==> config.mk <==
export PLATFORM = sky130hd
export DESIGN_NAME = bbj_ram
export DESIGN_NICKNAME = d
export VERILOG_FILES = /design/src/hw/rtl/bbj_ram.sv
export SDC_FILE = /design/constraint.sdc
export NUM_CORES = 2
export LEC_CHECK = 0
export BUFFER_PORTS_ARGS = -buffer_cell sky130_fd_sc_hd__buf_2
export CAP_MARGIN = 0
export CORE_UTILIZATION = 40
export CTS_BUF_LIST = sky130_fd_sc_hd__clkbuf_16
export DETAILED_ROUTE_END_ITERATION = 16
export SYNTH_ARGS = -nofsm -noshare
export SYNTH_HDL_FRONTEND = slang
export SYNTH_SLANG_ARGS = --single-unit
==> constraint.sdc <==
create_clock -name clk -period 2.3 [get_ports clk]
set_input_delay 0.23 -clock clk [delete_from_list [all_inputs] [get_ports clk]]
set_output_delay 0.23 -clock clk [all_outputs]
set_load 0.01 [all_outputs]
==> src/hw/rtl/bbj_ram.sv <==
// ----------------------------------------------------------------------------
// bbj_ram
// Generic single-port synchronous RAM, one access per cycle, registered read.
// ----------------------------------------------------------------------------
module bbj_ram #(
  parameter int WIDTH = 8,
  parameter int DEPTH = 256
) (
  input  logic                     clk,
  input  logic                     en,
  input  logic                     we,
  input  logic [$clog2(DEPTH)-1:0] addr,
  input  logic [WIDTH-1:0]         wdata,
  output logic [WIDTH-1:0]         rdata
);

  logic [WIDTH-1:0] mem [DEPTH];

  always_ff @(posedge clk) begin
    if (en) begin
      if (we) begin
        mem[addr] <= wdata;
      end else begin
        rdata <= mem[addr];
      end
    end
  end

endmodule

==> reports/metrics.cfg <==
[logic_synthesis]
synth_compound_area_share_pct=3.627
synth_mux_area_share_pct=14.71
synth_cells=3526
yosysUniqueCellTypes=21
synth_most_common_cell=edfxtp_1
ys_seq_area_share_pct=78.77
ys_async_sr_fraction_pct=0
yosys.area_share.simple_pct=1.606
synth_top_family_by_area=multiplexers
syn-mean-instance-area_um2=22.23
synthXorXnorAreaFrac_pct=0
ys_ff_latch=2056
synth_adder_area_share_pct=0
synthTopCellsByCount=edfxtp_1, mux4_2, nor2_1
yosysTopAreaCell=edfxtp_1
synth_nets=3545
synth-edff-count=2056
ys.flop_type=edfxtp_1
synthTopCellsByArea=edfxtp_1, mux4_2, a22oi_1
synth_top_area_share_pct=78.77
syn_area_mm2=0.07838
ys_warn_count=0

[run_status]
failed_checks=setup timing
status=finished, violations left

[cts]
numCtsBuffers=205
clockBufferDepth=3
clk_pin_slew_ps=60
clock_latency_ps=850
htree_levels=4
cts_setup_buffers=0
cts_root_buf=clkbuf_16
cts.sinks=2056
cts_tree=yes

[die]
die_area_mm2=0.1977
die_w_um=444.7
placementRows=162
die_y_um=444.7
start_util_pct=40.24
ioPinCount=27
fp.coreArea_mm2=0.1948

[critical_path]
path_buf_inv=1
r2r-end=rdata[3]
cp_data_arrival_time_ps=2900
critPathTopFamily=compound AO/OA/AOI/OAI gates
critical_path_required_ps=2900
reg2reg_depth=6
critPathCaptureType=register
crit_end=rdata[3]
cp_num_cells=6
critPathLaunch=mem[203][3]
crit_type=reg -> reg
critPathSlowestCell=mux4_2
path_cells=mux4_2 > a22oi_1 > a21oi_4 > o41ai_4 > buf_4 > nand4_1
r2r-start=mem[203][3]
rrSetupSlack_ps=-7
worstSetupStartpointType=register
crit_path_max_incr_delay_ps=490
path_max_fanout=1

[sta]
skew_ps=51.64
worst_slew_pin_slew_ps=1046
setup_tns_ps=-7.119
relSlewSlack_pct=30.15
finalSetupViolCount=1
rsz0062_at_grt=yes
period_needed_ps=2307
hold_violations=0
slew_viol_final=0
timing.final.ws_setup_ps=-7.119
fin_crit_sh_pct=100.3
fmax_mhz=433.4

[power]
ir_drop_v=0.0008694
seq_power_share_pct=53.6
swShare_pct=21.72
p_leak_nw=30.37
p_switching_mw=16.73
clock_power_share_pct=41.1
p_int_mw=60.31
pwr_density_cell_mw_per_mm2=808.0
pwr-share-comb_pct=5.3

[cells_and_area]
drive_above_1_share_pct=38.43
finalNetCount=4239
area_growth_syn_to_layout_pct=21.66
fill_cells=15604

[detailed_routing]
drtPass1Iterations=5
wirelength_um=198400
vias=39280
viasPerCell=5.601
wire_per_inst_um=28.30
ant_nets=0
drt_iter0_markers=4304
drc=0

[run]
maxCapViolCount=0

[place]
gp_congestion=0.8274
port_buffers=26
post-place-ws_ps=-1150
post-dp-hpwl_um=127500

[grt]
grt_pass1_vias=40234
grt_usage_pct=20.12
antenna_found_initial=3
grt_pass1_wl_um=287500
grt-ovfl-total=0
grt_max_degree=99

[worst_hold_path]
hp-class=in -> reg

==> repair_timing <==
| item | in CTS | in global routing |
|---|---|---|
| pin swaps | 12 | 28 |
| setup endpoints to repair | 8 | 8 |
| hold endpoints to repair | 453 | 0 |
| resized for setup | 63 | 51 |
| hold buffers | 9 | 0 |
==> worst register-to-register path, stage by stage (launching register included) <==
cell and delay (ps):
edfxtp_1 360, mux4_2 490, a22oi_1 340, a21oi_4 120, o41ai_4 470, buf_4 210, nand4_1 80
==> stage by stage <==
step	hold WS [ps]	instance area, um2	utilization (%)	power [mW]	instances
after global placement	633.8	88180	45.27	46.03	6628
after detailed placement	637.1	88180	45.27	46.08	6628
final	89.59	95360	48.95	77.05	7013
after global routing	51.98	95350	48.95	79.19	7011
after CTS	29.40	95060	48.80	77.63	7011
after floorplan	328.9	78770	-	43.88	3526
==> flip-flops by register name, indices dropped and copies added (netlist names) <==
signal,cells
rdata,8
mem,2048
==> worst min path at each step <==
stage / start / to / slack [ps] / depth (start not counted)
6_report: en / rdata[1] / 90 / 2
5_1_grt: en / rdata[6] / 50 / 2
4_1_cts: en / rdata[6] / 30 / 2
3_5_place_dp: wdata[5] / mem[70][5] / 640 / 1
3_3_place_gp: wdata[5] / mem[70][5] / 630 / 1
2_1_floorplan: wdata[0] / mem[0][0] / 330 / 0
==> cells by family (layout without fill, tap and decap cells) <==
| kind of cell | Yosys count | after routing |
|---|---|---|
| compound gates | 416 | 416 |
| flops | 2056 | 2056 |
| mux | 512 | 512 |
| buf+inv | 225 | 1086 |
| other cells | 0 | 2 |
| simple gates | 317 | 317 |
==> layer usage <==
layer | vias up | track usage [%] | routed length [um]
met4 | 0 | 5.501 | 4895
met2 | 1358 | 32.77 | 97790
met1 | 21226 | 28.50 | 83480
li1 | 16412 | - | -
met5 | - | 0 | 0
met3 | 284 | 2.795 | 12280
==> area by class of cell <==
class / instances / area, um2 / share of cell area, %
Multi-Input combinational cell: 1245 / 16740 / 17.56
Tap cell: 2624 / 3283 / 3.443
Timing Repair Buffer: 712 / 7167 / 7.516
Sequential cell: 2056 / 61740 / 64.75
Clock inverter: 168 / 1265 / 1.327
Clock buffer: 206 / 5155 / 5.406
Antenna cell: 2 / 5.005 / 0.005249
==> placed cells by master, fill, tap and decap left out, drive strengths merged <==
cell type and count:
clkinv 97, clkinvlp 5, or2 1, nor2 259
clkbuf 206, buf 703, nand4 8, nand2b 2
and4 1, o41ai 32, a22oi 256, inv 57
and2 2, dlygate4sd3 9, nor3 1, diode 2
bufinv 9, mux4 512, edfxtp 2056, nor3b 2
nand2 30, nand3 4, nor2b 7, a21oi 128
==> power by group through the flow <==
| stage | Combinational, mW | Sequential [mW] | Clock (mW) |
|---|---|---|---|
| after CTS | 4.10 | 41.3 | 32.3 |
| after global routing | 4.32 | 41.3 | 33.6 |
| final | 4.10 | 41.3 | 31.7 |
| after detailed placement | 4.00 | 42.1 | 0 |
| after global placement | 3.95 | 42.1 | 0 |
| after floorplan | 1.79 | 42.1 | 0 |
(Power assumes the default switching activity.)
